## config.mk

```make
export PLATFORM = sky130hd
export DESIGN_NAME = half_single_float_converter
export DESIGN_NICKNAME = d
export VERILOG_FILES = /design/src/rtl/hsfc_pkg.sv /design/src/rtl/hsfc_decode.sv /design/src/rtl/hsfc_compute.sv /design/src/rtl/hsfc_assemble.sv /design/src/rtl/half_single_float_converter.sv
export SDC_FILE = /design/constraint.sdc
export NUM_CORES = 1
export LEC_CHECK = 0
export BUFFER_PORTS_ARGS = -buffer_cell sky130_fd_sc_hd__buf_4
export CAP_MARGIN = 40
export CORE_ASPECT_RATIO = 0.5
export CORE_MARGIN = 2
export CORE_UTILIZATION = 54
export DETAILED_ROUTE_END_ITERATION = 12
export GPL_TIMING_DRIVEN = 0
export PLACE_DENSITY = 0.72
export SLEW_MARGIN = 20
export SYNTH_ARGS = -nofsm -noshare
export SYNTH_HDL_FRONTEND = slang
export SYNTH_SLANG_ARGS = --single-unit
```

## constraint.sdc

```tcl
create_clock -name aclk -period 9.66 [get_ports aclk]
set_clock_uncertainty 0.15 [all_clocks]
set_input_delay 1.932 -clock aclk [delete_from_list [all_inputs] [get_ports aclk]]
set_output_delay 1.932 -clock aclk [all_outputs]
set_load 0.02 [all_outputs]
```

## src/rtl/hsfc_pkg.sv

```systemverilog
// shared item kinds and stage record types for the half/single converter
package hsfc_pkg;

    // what kind of result an item produces, decided in the first stage
    localparam logic [3:0] KIND_ZERO        = 4'd0;
    localparam logic [3:0] KIND_EXP_SPECIAL = 4'd1;
    localparam logic [3:0] KIND_EXP_NORM    = 4'd2;
    localparam logic [3:0] KIND_EXP_SMOOTH  = 4'd3;
    localparam logic [3:0] KIND_EXP_SUB     = 4'd4;
    localparam logic [3:0] KIND_CMP_INF     = 4'd5;
    localparam logic [3:0] KIND_CMP_SAT     = 4'd6;
    localparam logic [3:0] KIND_CMP_NORM    = 4'd7;
    localparam logic [3:0] KIND_CMP_SUB     = 4'd8;

    // direction select carried on the input tuser
    localparam logic FUNC_EXPAND   = 1'b0;
    localparam logic FUNC_COMPRESS = 1'b1;

    // record after classification
    typedef struct packed {
        logic        func;
        logic        sign;
        logic [3:0]  kind;
        logic [7:0]  expo;
        logic [22:0] frac;
        logic [3:0]  lz;
    } s1_t;

    // record after the main arithmetic
    typedef struct packed {
        logic        func;
        logic        sign;
        logic [3:0]  kind;
        logic [24:0] word;
        logic [4:0]  sh;
    } s2_t;

endpackage

```

## src/rtl/hsfc_decode.sv

```systemverilog
// first stage: classifies the item and does the rounding add
module hsfc_decode (
    input  logic              aclk,
    input  logic              en,
    input  logic              func,
    input  logic [31:0]       value_in,
    output hsfc_pkg::s1_t     s1
);

    // magnitude thresholds; the rounding ones have the rounding increment already taken off
    localparam logic [30:0] MAG_TO_INF  = 31'h477ff000;
    localparam logic [30:0] MAG_INF     = 31'h47800000;
    localparam logic [30:0] MAG_NAN_INF = 31'h7f800000;
    localparam logic [30:0] MAG_NORMAL  = 31'h387ff000;
    localparam logic [30:0] MAG_TINY    = 31'h32fff000;
    localparam logic [7:0]  SUB_EXP_LO  = 8'd102;
    localparam logic [7:0]  SUB_EXP_HI  = 8'd112;

    hsfc_pkg::s1_t rec_reg;
    hsfc_pkg::s1_t rec_next;

    logic [4:0]  e5;
    logic [9:0]  hm;
    logic [30:0] mag;
    logic [31:0] val;
    logic [7:0]  fe;

    // shifts needed to bring the top set bit of a subnormal mantissa to bit 10
    function automatic logic [3:0] norm_shift(input logic [9:0] m);
        logic [3:0] n;
        logic       found;
        n     = 4'd0;
        found = 1'b0;
        for (int i = 9; i >= 0; i--) begin
            if (!found && m[i]) begin
                n     = 4'(10 - i);
                found = 1'b1;
            end
        end
        return n;
    endfunction

    assign e5  = value_in[14:10];
    assign hm  = value_in[9:0];
    assign mag = value_in[30:0];
    assign val = {1'b0, mag} + 32'h00001000;
    assign fe  = value_in[30:23];

    // classification for both directions
    always_comb begin
        rec_next      = '0;
        rec_next.func = func;
        if (func == hsfc_pkg::FUNC_EXPAND) begin
            rec_next.sign = value_in[15];
            rec_next.expo = {3'b000, e5};
            rec_next.frac = {13'b0, hm};
            rec_next.lz   = norm_shift(hm);
            if (e5 == 5'h1f) begin
                rec_next.kind = hsfc_pkg::KIND_EXP_SPECIAL;
            end else if (e5 != 5'h00) begin
                if (hm == 10'h000 && e5 >= 5'd2) begin
                    rec_next.kind = hsfc_pkg::KIND_EXP_SMOOTH;
                end else begin
                    rec_next.kind = hsfc_pkg::KIND_EXP_NORM;
                end
            end else if (hm != 10'h000) begin
                rec_next.kind = hsfc_pkg::KIND_EXP_SUB;
            end else begin
                rec_next.kind = hsfc_pkg::KIND_ZERO;
            end
        end else begin
            rec_next.sign = value_in[31];
            rec_next.expo = fe;
            if (mag >= MAG_TO_INF) begin
                if (mag >= MAG_INF) begin
                    rec_next.kind = hsfc_pkg::KIND_CMP_INF;
                    // nan payload survives, finite overflow gives plain inf
                    rec_next.frac = (mag >= MAG_NAN_INF) ? {13'b0, value_in[22:13]} : '0;
                end else begin
                    rec_next.kind = hsfc_pkg::KIND_CMP_SAT;
                end
            end else if (mag >= MAG_NORMAL) begin
                rec_next.kind = hsfc_pkg::KIND_CMP_NORM;
                rec_next.frac = {8'b0, val[27:13]};
            end else if (mag < MAG_TINY) begin
                rec_next.kind = hsfc_pkg::KIND_ZERO;
            end else if (fe < SUB_EXP_LO || fe > SUB_EXP_HI) begin
                rec_next.kind = hsfc_pkg::KIND_ZERO;
            end else begin
                rec_next.kind = hsfc_pkg::KIND_CMP_SUB;
                rec_next.frac = value_in[22:0];
            end
        end
    end

    // stage register
    always_ff @(posedge aclk) begin
        if (en) begin
            rec_reg <= rec_next;
        end
    end

    assign s1 = rec_reg;

endmodule

```

## src/rtl/hsfc_compute.sv

```systemverilog
// second stage: rebias, normalize shift and subnormal rounding add
module hsfc_compute (
    input  logic              aclk,
    input  logic              en,
    input  hsfc_pkg::s1_t     s1,
    output hsfc_pkg::s2_t     s2
);

    localparam logic [7:0]  EXP_BIAS_DIFF = 8'd112;
    localparam logic [7:0]  EXP_SUB_BASE  = 8'd113;
    localparam logic [7:0]  SUB_EXP_LO    = 8'd102;
    localparam logic [7:0]  SUB_SHIFT_TOP = 8'd126;
    localparam logic [14:0] HALF_REBIAS   = 15'h4000;
    localparam logic [14:0] HALF_INF      = 15'h7c00;
    localparam logic [14:0] HALF_MAX      = 15'h7bff;
    localparam logic [24:0] SUB_ROUND_ONE = 25'h0800000;

    hsfc_pkg::s2_t rec_reg;
    hsfc_pkg::s2_t rec_next;

    logic [3:0] sub_amt;
    logic [7:0] sub_exp;
    logic [9:0] sub_mant;

    assign sub_amt  = 4'(s1.expo - SUB_EXP_LO);
    assign sub_exp  = EXP_SUB_BASE - {4'b0000, s1.lz};
    assign sub_mant = 10'(s1.frac[9:0] << s1.lz);

    // per-kind arithmetic
    always_comb begin
        rec_next      = '0;
        rec_next.func = s1.func;
        rec_next.sign = s1.sign;
        rec_next.kind = s1.kind;
        unique case (s1.kind)
            hsfc_pkg::KIND_EXP_SPECIAL: begin
                rec_next.word = {7'b0, 8'hff, s1.frac[9:0]};
            end
            hsfc_pkg::KIND_EXP_NORM, hsfc_pkg::KIND_EXP_SMOOTH: begin
                rec_next.word = {7'b0, s1.expo + EXP_BIAS_DIFF, s1.frac[9:0]};
            end
            hsfc_pkg::KIND_EXP_SUB: begin
                rec_next.word = {7'b0, sub_exp, sub_mant};
            end
            hsfc_pkg::KIND_CMP_NORM: begin
                rec_next.word = {10'b0, s1.frac[14:0] - HALF_REBIAS};
            end
            hsfc_pkg::KIND_CMP_INF: begin
                rec_next.word = {10'b0, HALF_INF | {5'b0, s1.frac[9:0]}};
            end
            hsfc_pkg::KIND_CMP_SAT: begin
                rec_next.word = {10'b0, HALF_MAX};
            end
            hsfc_pkg::KIND_CMP_SUB: begin
                rec_next.word = {2'b01, s1.frac} + (SUB_ROUND_ONE >> sub_amt);
                rec_next.sh   = 5'(SUB_SHIFT_TOP - s1.expo);
            end
            default: begin
                rec_next.word = '0;
            end
        endcase
    end

    // stage register
    always_ff @(posedge aclk) begin
        if (en) begin
            rec_reg <= rec_next;
        end
    end

    assign s2 = rec_reg;

endmodule

```

## src/rtl/hsfc_assemble.sv

```systemverilog
// third stage: subnormal alignment shift and packing into the output register
module hsfc_assemble (
    input  logic              aclk,
    input  logic              en,
    input  hsfc_pkg::s2_t     s2,
    output logic [31:0]       value_out
);

    logic [31:0] out_reg;
    logic [31:0] out_next;
    logic [24:0] sub_shifted;
    logic [15:0] sub_half;

    assign sub_shifted = s2.word >> s2.sh;
    assign sub_half    = {s2.sign, 15'b0} | sub_shifted[15:0];

    // final bit pattern per kind
    always_comb begin
        unique case (s2.kind)
            hsfc_pkg::KIND_ZERO: begin
                out_next = (s2.func == hsfc_pkg::FUNC_COMPRESS) ?
                           {16'b0, s2.sign, 15'b0} : {s2.sign, 31'b0};
            end
            hsfc_pkg::KIND_EXP_SPECIAL, hsfc_pkg::KIND_EXP_NORM,
            hsfc_pkg::KIND_EXP_SUB: begin
                out_next = {s2.sign, s2.word[17:0], 13'b0};
            end
            hsfc_pkg::KIND_EXP_SMOOTH: begin
                out_next = {s2.sign, s2.word[17:10], 13'b0, 10'h3ff};
            end
            hsfc_pkg::KIND_CMP_NORM, hsfc_pkg::KIND_CMP_INF,
            hsfc_pkg::KIND_CMP_SAT: begin
                out_next = {16'b0, s2.sign, s2.word[14:0]};
            end
            hsfc_pkg::KIND_CMP_SUB: begin
                out_next = {16'b0, sub_half};
            end
            default: begin
                out_next = '0;
            end
        endcase
    end

    // output register
    always_ff @(posedge aclk) begin
        if (en) begin
            out_reg <= out_next;
        end
    end

    assign value_out = out_reg;

endmodule

```

## src/rtl/half_single_float_converter.sv

```systemverilog
// top level of the half/single float converter: stage control and valid tracking
//
// Converts IEEE 754 bit patterns between half and single precision, one item
// at a time on a stream input and a stream output.
// Input: s_tuser selects the direction (0 expands half to single, 1 compresses
// single to half); s_tdata carries the pattern, a half in the low 16 bits.
// Output: m_tdata carries the result; a half result has the upper 16 bits zero.
// Compression rounds half up, saturates or gives inf on overflow, keeps nan
// payload bits and flushes tiny values to signed zero.
// Stages: classify and rounding add, rebias or normalize or subnormal add, then
// alignment shift into the output register. Throughput is one item per cycle
// while the receiver keeps m_tready high; each stage holds one item.
// When the receiver holds m_tready low the stages fill up one by one and
// s_tready drops once all three hold an item; nothing is lost or repeated.
// Reset (aresetn low, synchronous) empties all stages; no item is in flight
// afterward and the block takes input at once.
module half_single_float_converter (
    input  logic        aclk,
    input  logic        aresetn,
    input  logic        s_tvalid,
    output logic        s_tready,
    input  logic [31:0] s_tdata,   // value_in[31:0]
    input  logic        s_tuser,   // func[0]
    output logic        m_tvalid,
    input  logic        m_tready,
    output logic [31:0] m_tdata    // value_out[31:0]
);

    logic v1_reg;
    logic v1_next;
    logic v2_reg;
    logic v2_next;
    logic v3_reg;
    logic v3_next;
    logic ready1;
    logic ready2;
    logic ready3;

    hsfc_pkg::s1_t s1;
    hsfc_pkg::s2_t s2;

    // a stage may load when it is empty or its item moves on
    assign ready3 = !v3_reg || m_tready;
    assign ready2 = !v2_reg || ready3;
    assign ready1 = !v1_reg || ready2;

    assign v1_next = ready1 ? s_tvalid : v1_reg;
    assign v2_next = ready2 ? v1_reg : v2_reg;
    assign v3_next = ready3 ? v2_reg : v3_reg;

    // valid bits
    always_ff @(posedge aclk) begin
        if (!aresetn) begin
            v1_reg <= 1'b0;
            v2_reg <= 1'b0;
            v3_reg <= 1'b0;
        end else begin
            v1_reg <= v1_next;
            v2_reg <= v2_next;
            v3_reg <= v3_next;
        end
    end

    hsfc_decode u_decode (
        .aclk     (aclk),
        .en       (ready1),
        .func     (s_tuser),
        .value_in (s_tdata),
        .s1       (s1)
    );

    hsfc_compute u_compute (
        .aclk (aclk),
        .en   (ready2),
        .s1   (s1),
        .s2   (s2)
    );

    hsfc_assemble u_assemble (
        .aclk      (aclk),
        .en        (ready3),
        .s2        (s2),
        .value_out (m_tdata)
    );

    assign s_tready = ready1;
    assign m_tvalid = v3_reg;

    // input back-pressure only when every stage holds an item and output is stalled
    a_full_stall: assert property (@(posedge aclk) disable iff (!aresetn)
        !s_tready |-> (v1_reg && v2_reg && v3_reg && !m_tready))
        else $error("input stalled while pipeline has room");

    // a held first-stage item keeps its record
    a_s1_hold: assert property (@(posedge aclk) disable iff (!aresetn)
        (v1_reg && !ready2) |=> $stable(s1))
        else $error("stalled stage one record changed");

    // a held second-stage item keeps its record
    a_s2_hold: assert property (@(posedge aclk) disable iff (!aresetn)
        (v2_reg && !ready3) |=> $stable(s2))
        else $error("stalled stage two record changed");

endmodule

```

# Word-level counts from Yosys, hierarchy flattened
# Index checks and enable logic that the tools add are counted.
[totals] inputBits=37 wordCells=137 out_inout_bits=34 regBits=112
[classes] add_sub_neg=7 muxes=47 n_reduce_logical=35 n_shift=3 n_eq_ne=17 n_bitwise=1 n_lt_le_gt_ge=8
[ops] operator="25-bit case mux with 7 select lines" n=1
[ops] operator="32-bit case mux with 5 select lines" n=1
[ops] operator="23-bit 2-to-1 mux" n=5
[ops] operator="31-bit greater-or-equal comparator (second input constant)" n=3
[ops] operator="36-bit 2-to-1 mux" n=1
[ops] operator="4-bit by 3-bit == test with 1-bit output (second input constant)" n=8
[ops] operator="32-bit 2-to-1 mux" n=1
[ops] operator="4-bit 2-to-1 mux" n=8
[ops] operator="31-bit by 30-bit greater-or-equal comparator with 1-bit output (second input constant)" n=1
[ops] operator="31-bit by 30-bit less-than comparator with 1-bit output (second input constant)" n=1
[ops] operator="28-bit by 13-bit adder with 28-bit output (second input constant)" n=1
[ops] operator="24-bit by 25-bit adder with 25-bit output" n=1
[ops] operator="24-bit by 4-bit right shift with 25-bit output (first input constant)" n=1
[ops] operator="25-bit by 5-bit right shift with 16-bit output" n=1
[ops] operator="1-bit 2-to-1 mux" n=20
[ops] operator="3-bit 2-to-1 mux" n=6
[ops] operator="4-bit by 2-bit == test with 1-bit output (second input constant)" n=4
[ops] operator="16-bit bitwise OR" n=1
[ops] operator="15-bit subtractor (second input constant)" n=1
[ops] operator="1-bit zero test" n=12
[ops] operator="1-bit logical AND" n=10
[ops] operator="10-bit zero test" n=1
[ops] operator="10-bit 2-to-1 mux" n=1
[ops] operator="10-bit nonzero test" n=1
[ops] operator="other kinds (18)" n=27

# Logic depth before layout (Yosys ltp)
# Gate-level depths: netlist (run 1).
[depth] depth_word=37 mapped_depth=12 depth_no_buf=12

# Hierarchy
# A second synthesis (run 1) with hierarchy kept.
[hier_totals] hier_cells=787 area_unflattened_um2=8186.6
[modules_own_cells] module="hsfc_compute" n_inst=1 area_per_inst_um2=2944.1 cells_each=297 seq_area_each_um2=1081.0
[modules_own_cells] module="hsfc_assemble" n_inst=1 area_per_inst_um2=2728.9 cells_each=252 seq_area_each_um2=960.9
[modules_own_cells] module="hsfc_decode" n_inst=1 area_per_inst_um2=2391.0 cells_each=226 seq_area_each_um2=1231.2
[modules_own_cells] module="half_single_float_converter" n_inst=1 area_per_inst_um2=122.6 cells_each=12 seq_area_each_um2=60.1

# Worst setup path after synthesis (run 1)
# OpenSTA, ideal clock, no wires.
[synth_path] path_type="input -> output" startpoint="in m_tready" endpoint="out s_tready" t_arrival_ps=3293 path_buffers=0 t_required_ps=7578 path_stages=2 setup_slack_ps=4285 path_cell_list="nor2b_1 -> nand3_1"
[synth_between] elab_chain_cells=3
[synth_lines] item="start, declared" line_no="half_single_float_converter.sv:25" rtl="input logic m_tready,"
[synth_lines] item="1-bit logical OR" line_no="half_single_float_converter.sv:43" rtl="assign ready3 = !v3_reg || m_tready;"
[synth_lines] item="1-bit logical OR" line_no="half_single_float_converter.sv:44" rtl="assign ready2 = !v2_reg || ready3;"
[synth_lines] item="1-bit logical OR" line_no="half_single_float_converter.sv:45" rtl="assign ready1 = !v1_reg || ready2;"
[synth_lines] item="end, declared" line_no="half_single_float_converter.sv:21" rtl="output logic s_tready,"
# Every way passes these cells.

# Worst setup path in the final report (run 1)
# Same ends and word-level chain as after synthesis.

==> results of run 1 <==
==> stage by stage <==
step	worst slack [ns]	util
after floorplan	4.28	-
after global placement	3.26	0.618
after detailed placement	4.33	0.622
after CTS	4.33	0.644
after global routing	4.24	0.644
final	4.33	0.644
==> metal layers <==
| metal | wire length, µm | vias to the layer above | part of all wire | GRT usage |
|---|---|---|---|---|
| met2 | 9000 | 315 | 0.44 | 0.436 |
| met3 | 1570 | 39 | 0.076 | 0.0468 |
| met4 | 507 | 0 | 0.025 | 0.0963 |
| met1 | 9520 | 2989 | 0.46 | 0.395 |
| li1 | - | 3029 | - | - |
| met5 | 0 | - | 0 | 0 |
==> cell usage after synthesis (3+ instances only) <==
master | count | share of area
a211o_1 | 3 | 0.0034
a211oi_1 | 6 | 0.0058
a21o_1 | 12 | 0.012
a21oi_1 | 44 | 0.028
a221o_1 | 13 | 0.017
a221oi_1 | 5 | 0.0056
a22oi_1 | 3 | 0.0029
a31oi_1 | 5 | 0.0040
and2_1 | 33 | 0.026
and3_1 | 23 | 0.018
buf_1 | 5 | 0.0024
buf_2 | 5 | 0.0032
clkbuf_1 | 24 | 0.012
dfxtp_1 | 3 | 0.0077
edfxtp_1 | 109 | 0.42
ha_1 | 25 | 0.040
inv_1 | 32 | 0.015
mux2_2 | 17 | 0.025
mux2i_1 | 41 | 0.053
mux4_2 | 15 | 0.043
nand2_1 | 56 | 0.027
nand2b_1 | 8 | 0.0064
nand3_1 | 22 | 0.014
nand4_1 | 7 | 0.0056
nor2_1 | 43 | 0.021
nor2b_1 | 9 | 0.0072
nor3_1 | 14 | 0.0090
nor3b_1 | 4 | 0.0039
nor4_1 | 12 | 0.0096
o211a_1 | 4 | 0.0051
o211ai_1 | 6 | 0.0058
o21a_1 | 9 | 0.0087
o21ai_0 | 32 | 0.021
o21ai_1 | 3 | 0.0019
o21bai_1 | 3 | 0.0029
o221ai_1 | 4 | 0.0045
o22ai_1 | 10 | 0.0080
o32ai_1 | 3 | 0.0034
or2_2 | 4 | 0.0032
xnor2_1 | 13 | 0.015
xor2_1 | 9 | 0.010
==> worst max-delay path: stages <==
cell and delay, ns:
buf_4 0.11, nor2b_1 0.33, nand3_2 0.38, buf_12 0.31, buf_4 0.17
==> area by class of cell <==
| class | count | area (µm²) |
|---|---|---|
| Clock inverter | 7 | 75.1 |
| Tap cell | 192 | 240 |
| Inverter | 34 | 128 |
| Multi-Input combinational cell | 561 | 4150 |
| Fill cell | 1142 | 4920 |
| Sequential cell | 112 | 3330 |
| Clock buffer | 9 | 225 |
| Buffer | 39 | 191 |
| Timing Repair Buffer | 71 | 546 |
==> final timing paths <==
path / slack [ns] / depth (start not counted) / start / to
min: 0.34 / 0 / u_decode.s1[39] / u_compute.s2[34]
max: 4.33 / 5 / m_tready / s_tready
min reg2reg: 0.34 / 0 / u_decode.s1[39] / u_compute.s2[34]
max reg2reg: 5.90 / 10 / u_decode.s1[28] / u_compute.s2[22]
==> power groups by stage <==
stage | combinational [mW] | sequential (mW) | clock, mW
6_report | 0.259 | 0.616 | 0.360
5_1_grt | 0.281 | 0.621 | 0.383
4_1_cts | 0.256 | 0.615 | 0.367
3_5_place_dp | 0.255 | 0.626 | 0
3_3_place_gp | 0.252 | 0.625 | 0
2_1_floorplan | 0.143 | 0.634 | 0
==> cells by family after synthesis <==
| kind of cell | count (synthesis) | synth area share |
|---|---|---|
| AOI/OAI and AO/OA | 189 | 0.173 |
| xor gates and xnor gates | 22 | 0.0247 |
| adders and majority gates | 26 | 0.0427 |
| buffers and inverters | 73 | 0.0409 |
| DFF | 112 | 0.428 |
| muxes | 73 | 0.121 |
| and+or+nand+nor | 251 | 0.170 |
==> cell usage in the layout, fill, tap and decap left out, drive strengths merged, types with 7 or more instances in the layout <==
cell type  count
a21o          12
a21oi         44
a221o         13
and2          33
and3          23
buf           86
clkbuf        33
edfxtp       109
ha            25
inv           36
mux2          17
mux2i         41
mux4          15
nand2         56
nand2b         8
nand3         22
nand4          7
nor2          44
nor2b          9
nor3          14
nor4          13
o21a           9
o21ai         35
o22ai         10
xnor2         13
xor2           9
==> impl_metrics.tcl, run 1 <==
set metrics [dict create \
    outcome "finished, final reports clean" \
    drtIter0Drc 508 \
    arrival_ns 3.25 \
    yosysWarnings 0 \
    cts_root_buf "clkbuf_16" \
    firstDrtPassIters 7 \
    numCtsBuffers 9 \
    cts_tree "yes" \
    instances_no_fill 1025 \
    synthesis.nets 809 \
    largest_reg_flops 41 \
    antenna_found_initial 0 \
    dp.cells 1009 \
    ys_ff_latch 112 \
    setup_tns_ns 0 \
    worstMarginPinSlew_ns 0.897 \
    slew_headroom 0.401 \
    syn_area_mm2 0.00780 \
    ys.flop_type "edfxtp_1" \
    critPathKind "in -> out" \
    drive_gt1_frac 0.176 \
    hold_path.class "reg -> reg" \
    syn_inst 746 \
    p_int_uw 875 \
    seq_power_share 0.499 \
    yosysSeqAreaShare 0.428 \
    cp.required_ns 7.58 \
    synthArstFlopShare 0 \
    worst_setup_path_end_kind "primary output" \
    rsz0062_at_grt "no" \
    period_share 0.552 \
    grt_pass1_vias 6027 \
    postRouteAntennaNets 0 \
    chipHeight_um 89.0 \
    die_w_um 174 \
    clock_path_buffers 2 \
    fp.dieArea_mm2 0.0155 \
    row_count 30 \
    power.share.switching 0.292 \
    grt-ovfl-total 0 \
    routedWlPerCell_um 20.1 \
    antenna_cells 0 \
    clkTransAtPathRegs_ns 0.08 \
    io_pins 71 \
    post-route-min-period_ns 5.33 \
    max_cap_viol_count 0 \
    drt_wl_total_um 20600 \
    dr_total_vias 6372 \
    p_leak_nw 3.60 \
    ir_drop_v 0.0000742 \
    clock_latency_ns 0.34 \
    hpwl_um 16100 \
    io_buffer_count 66 \
    gp_congestion 0.967 \
    drc_errors 0 \
    finalHoldWorstSlack_ns 0.344 \
    cts_hold_buf 0 \
    syn_avg_cell_area_um2 10.5 \
    final_area_mm2 0.00889 \
    grt_pass1_wl_um 32700 \
    worst_setup_path_start_kind "input port" \
    grtUsageTotal 0.277 \
    grt_max_degree 37 \
    p_total_mw 1.23 \
    synth_edf_count 109 \
    area_growth_pct 14.0 \
    clkSinkCount 112 \
    htreeDepth 3 \
    cts_setup_buffers 0 \
    p_clk_frac 0.291 \
    hold_viol_final 0 \
    power.switching_uw 360 \
    setup_viol_count_final 0 \
    power.density_mw_per_mm2 139 \
    final_max_slew_viol_count 0 \
    cts_resized 0 \
    start_util 0.564 \
    yosysUniqueCellTypes 75 \
    fmax_mhz 188 \
    avgViaCountPerCell 6.22 \
    core_region_area_mm2 0.0138 \
    placed_cell_area_mm2 0.00859 \
    p_comb_frac 0.209 \
    fin_nets 891 \
    cp_max_fo 32 \
]
No activity file was read; power rests on OpenSTA's default activity.
==> run 2, diff against run 1 <==
ABC_AREA = 1   (was not set)
clock period = 5.5 ns   (was 9.66 ns; I/O delays follow)
==> impl_metrics.tcl, run 2 <==
set metrics [dict create \
    layout_common_cells "269 x nand2_1, 133 x inv_1, 122 x nor2_1" \
    avgViaCountPerCell 5.69 \
    yosysUniqueCellTypes 56 \
    pre_cts_slack_ns 1.43 \
    synth_top_cell_by_area "edfxtp_1" \
    grt-ovfl-total 0 \
    slowest_stage "nand2_2" \
    synth_edf_count 109 \
    synthTopCellsByCount "271 x nand2_1, 134 x inv_1, 122 x nor2_1, 109 x edfxtp_1, 84 x o21ai_0" \
    antenna_cells 0 \
    max_cap_viol_count 0 \
    ys.flop_type "edfxtp_1" \
    drtIter0Drc 695 \
    cp.required_ns 4.25 \
    cts_resized 0 \
    max_stage_delay_ns 0.42 \
    r2r_slack_ns 1.88 \
    dr_total_vias 7868 \
    final_area_mm2 0.00929 \
    worst_setup_path_end_kind "primary output" \
    worstPathCellList "buf_4 > inv_1 > nand2_2 > nor2_1 > nand2_2 > buf_12 > buf_4" \
    yosysTopAreaCellShare 0.399 \
    synth.most_common_cell "nand2_1" \
    drc_errors 0 \
    placed_cell_area_mm2 0.00899 \
    chipHeight_um 91.2 \
    syn_inst 1099 \
    post-route-min-period_ns 4.01 \
    outcome "finished, final reports clean" \
    p_total_mw 2.23 \
    clkTransAtPathRegs_ns 0.07 \
    fp.dieArea_mm2 0.0163 \
    antenna_found_initial 0 \
    cts_hold_buf 0 \
    worstMarginPinSlew_ns 0.761 \
    regArea_mm2 0.00333 \
    postRouteAntennaNets 0 \
    hold_viol_final 0 \
    final_core_util 0.634 \
    min-delay-start "v2_reg" \
    timing.rr.start "u_decode.s1[28]" \
    ys_top_cells_by_area "edfxtp_1 40%, nand2_1 12%, inv_1 6.1%" \
    routedWlPerCell_um 16.8 \
    gp_congestion 1.01 \
    syn_area_mm2 0.00821 \
    area_growth_pct 13.2 \
    clock_latency_ns 0.35 \
    ir_drop_v 0.000176 \
    clkSinkCount 112 \
    r2r_cells 14 \
    grt_pass1_wl_um 37600 \
    ys_ff_latch 112 \
    synthArstFlopShare 0 \
    fin_nets 1242 \
    hpwl_um 18500 \
    synthesis.nets 1162 \
    p_leak_nw 4.25 \
    start_util 0.560 \
    clock_path_buffers 2 \
    cts_root_buf "clkbuf_16" \
    layout_commonest_cell "nand2_1" \
    htreeDepth 3 \
    setup_viol_count_final 0 \
    drive_gt1_frac 0.129 \
    power.density_mw_per_mm2 240 \
    yosysSeqAreaShare 0.406 \
    cts_setup_buffers 0 \
    rsz0062_at_grt "no" \
    slew_headroom 0.491 \
    syn_avg_cell_area_um2 7.47 \
    min_path_cells 2 \
    hold_path.class "reg -> reg" \
    whs_endpoint "m_tvalid" \
    period_share 0.730 \
    layout_setup_ws_ns 1.49 \
    dp.cells 1366 \
    worst_setup_path_start_kind "input port" \
    yosysWarnings 0 \
    numCtsBuffers 9 \
    largest_reg_flops 41 \
    grt_pass1_vias 7354 \
    grtUsageTotal 0.296 \
    fmax_mhz 249 \
    critPathKind "in -> out" \
    drt_wl_total_um 23200 \
    cts_tree "yes" \
    cp_max_fo 37 \
    io_pins 71 \
    critPathLaunch "m_tready" \
    reg2reg_to "u_compute.s2[19]" \
    final_max_slew_viol_count 0 \
    die_w_um 178 \
    instances_no_fill 1382 \
    core_region_area_mm2 0.0147 \
    grt_max_degree 38 \
    firstDrtPassIters 5 \
    io_buffer_count 67 \
    fill_cells 1342 \
    finalHoldWorstSlack_ns 0.307 \
    multi_input_area_mm2 0.00417 \
    row_count 31 \
    setup_tns_ns 0 \
    arrival_ns 2.76 \
]
[run 2: changes by cell type after synthesis, sizes merged, moves of 28 or more]
cell	delta
mux2i	-40
nor2	+88
inv	+106
nand2	+224
nand3	+62
o21ai	+54
and2	-28
[run 2: cell families (layout without fill, tap and decap cells)]
group | after synthesis | count (layout) | synth area share
compound gates | 215 | 215 | 0.151
xor+xnor | 12 | 12 | 0.0137
fa+ha+maj | 26 | 26 | 0.0405
buf+inv | 174 | 259 | 0.0860
flops | 112 | 112 | 0.406
mux | 1 | 1 | 0.00122
simple gates | 559 | 559 | 0.301
[run 2: worst max path at each step]
stage	endpoint	slack (ns)	cells after the start
after detailed placement	s_tready	1.43	7
after CTS	s_tready	1.43	7
after global routing	s_tready	1.27	7
final	s_tready	1.49	7
after global placement	s_tready	0.31	6
after floorplan	s_tready	1.17	4
[run 2: metal layers]
metal	part of all wire	global-route usage
met3	0.075	0.0419
met4	0.045	0.135
met5	0	0
met2	0.43	0.454
met1	0.45	0.414
[run 2: where the power goes]
| group | switching (mW) | leakage [nW] | total (mW) | internal [mW] |
|---|---|---|---|---|
| registers | 0.0480 | 1.29 | 1.07 | 1.02 |
| clock network | 0.315 | 0.148 | 0.674 | 0.359 |
| logic | 0.316 | 2.82 | 0.491 | 0.175 |
[run 2: layout make-up]
cell class              instances  share of cell area
flip-flops and latches        112               0.359
multi-input cells             813               0.449
inverters                     142              0.0574
plain buffers                  32              0.0186
repair buffers                 69              0.0571
clock buffers                   9              0.0242
clock inverters                 7             0.00808
well taps                     198              0.0267
[run 2: critical path: cells and delay by family]
| kind | cells | cell delay, ns |
|---|---|---|
| simple gates | 3 | 1.06 |
| buf+inv | 4 | 0.59 |
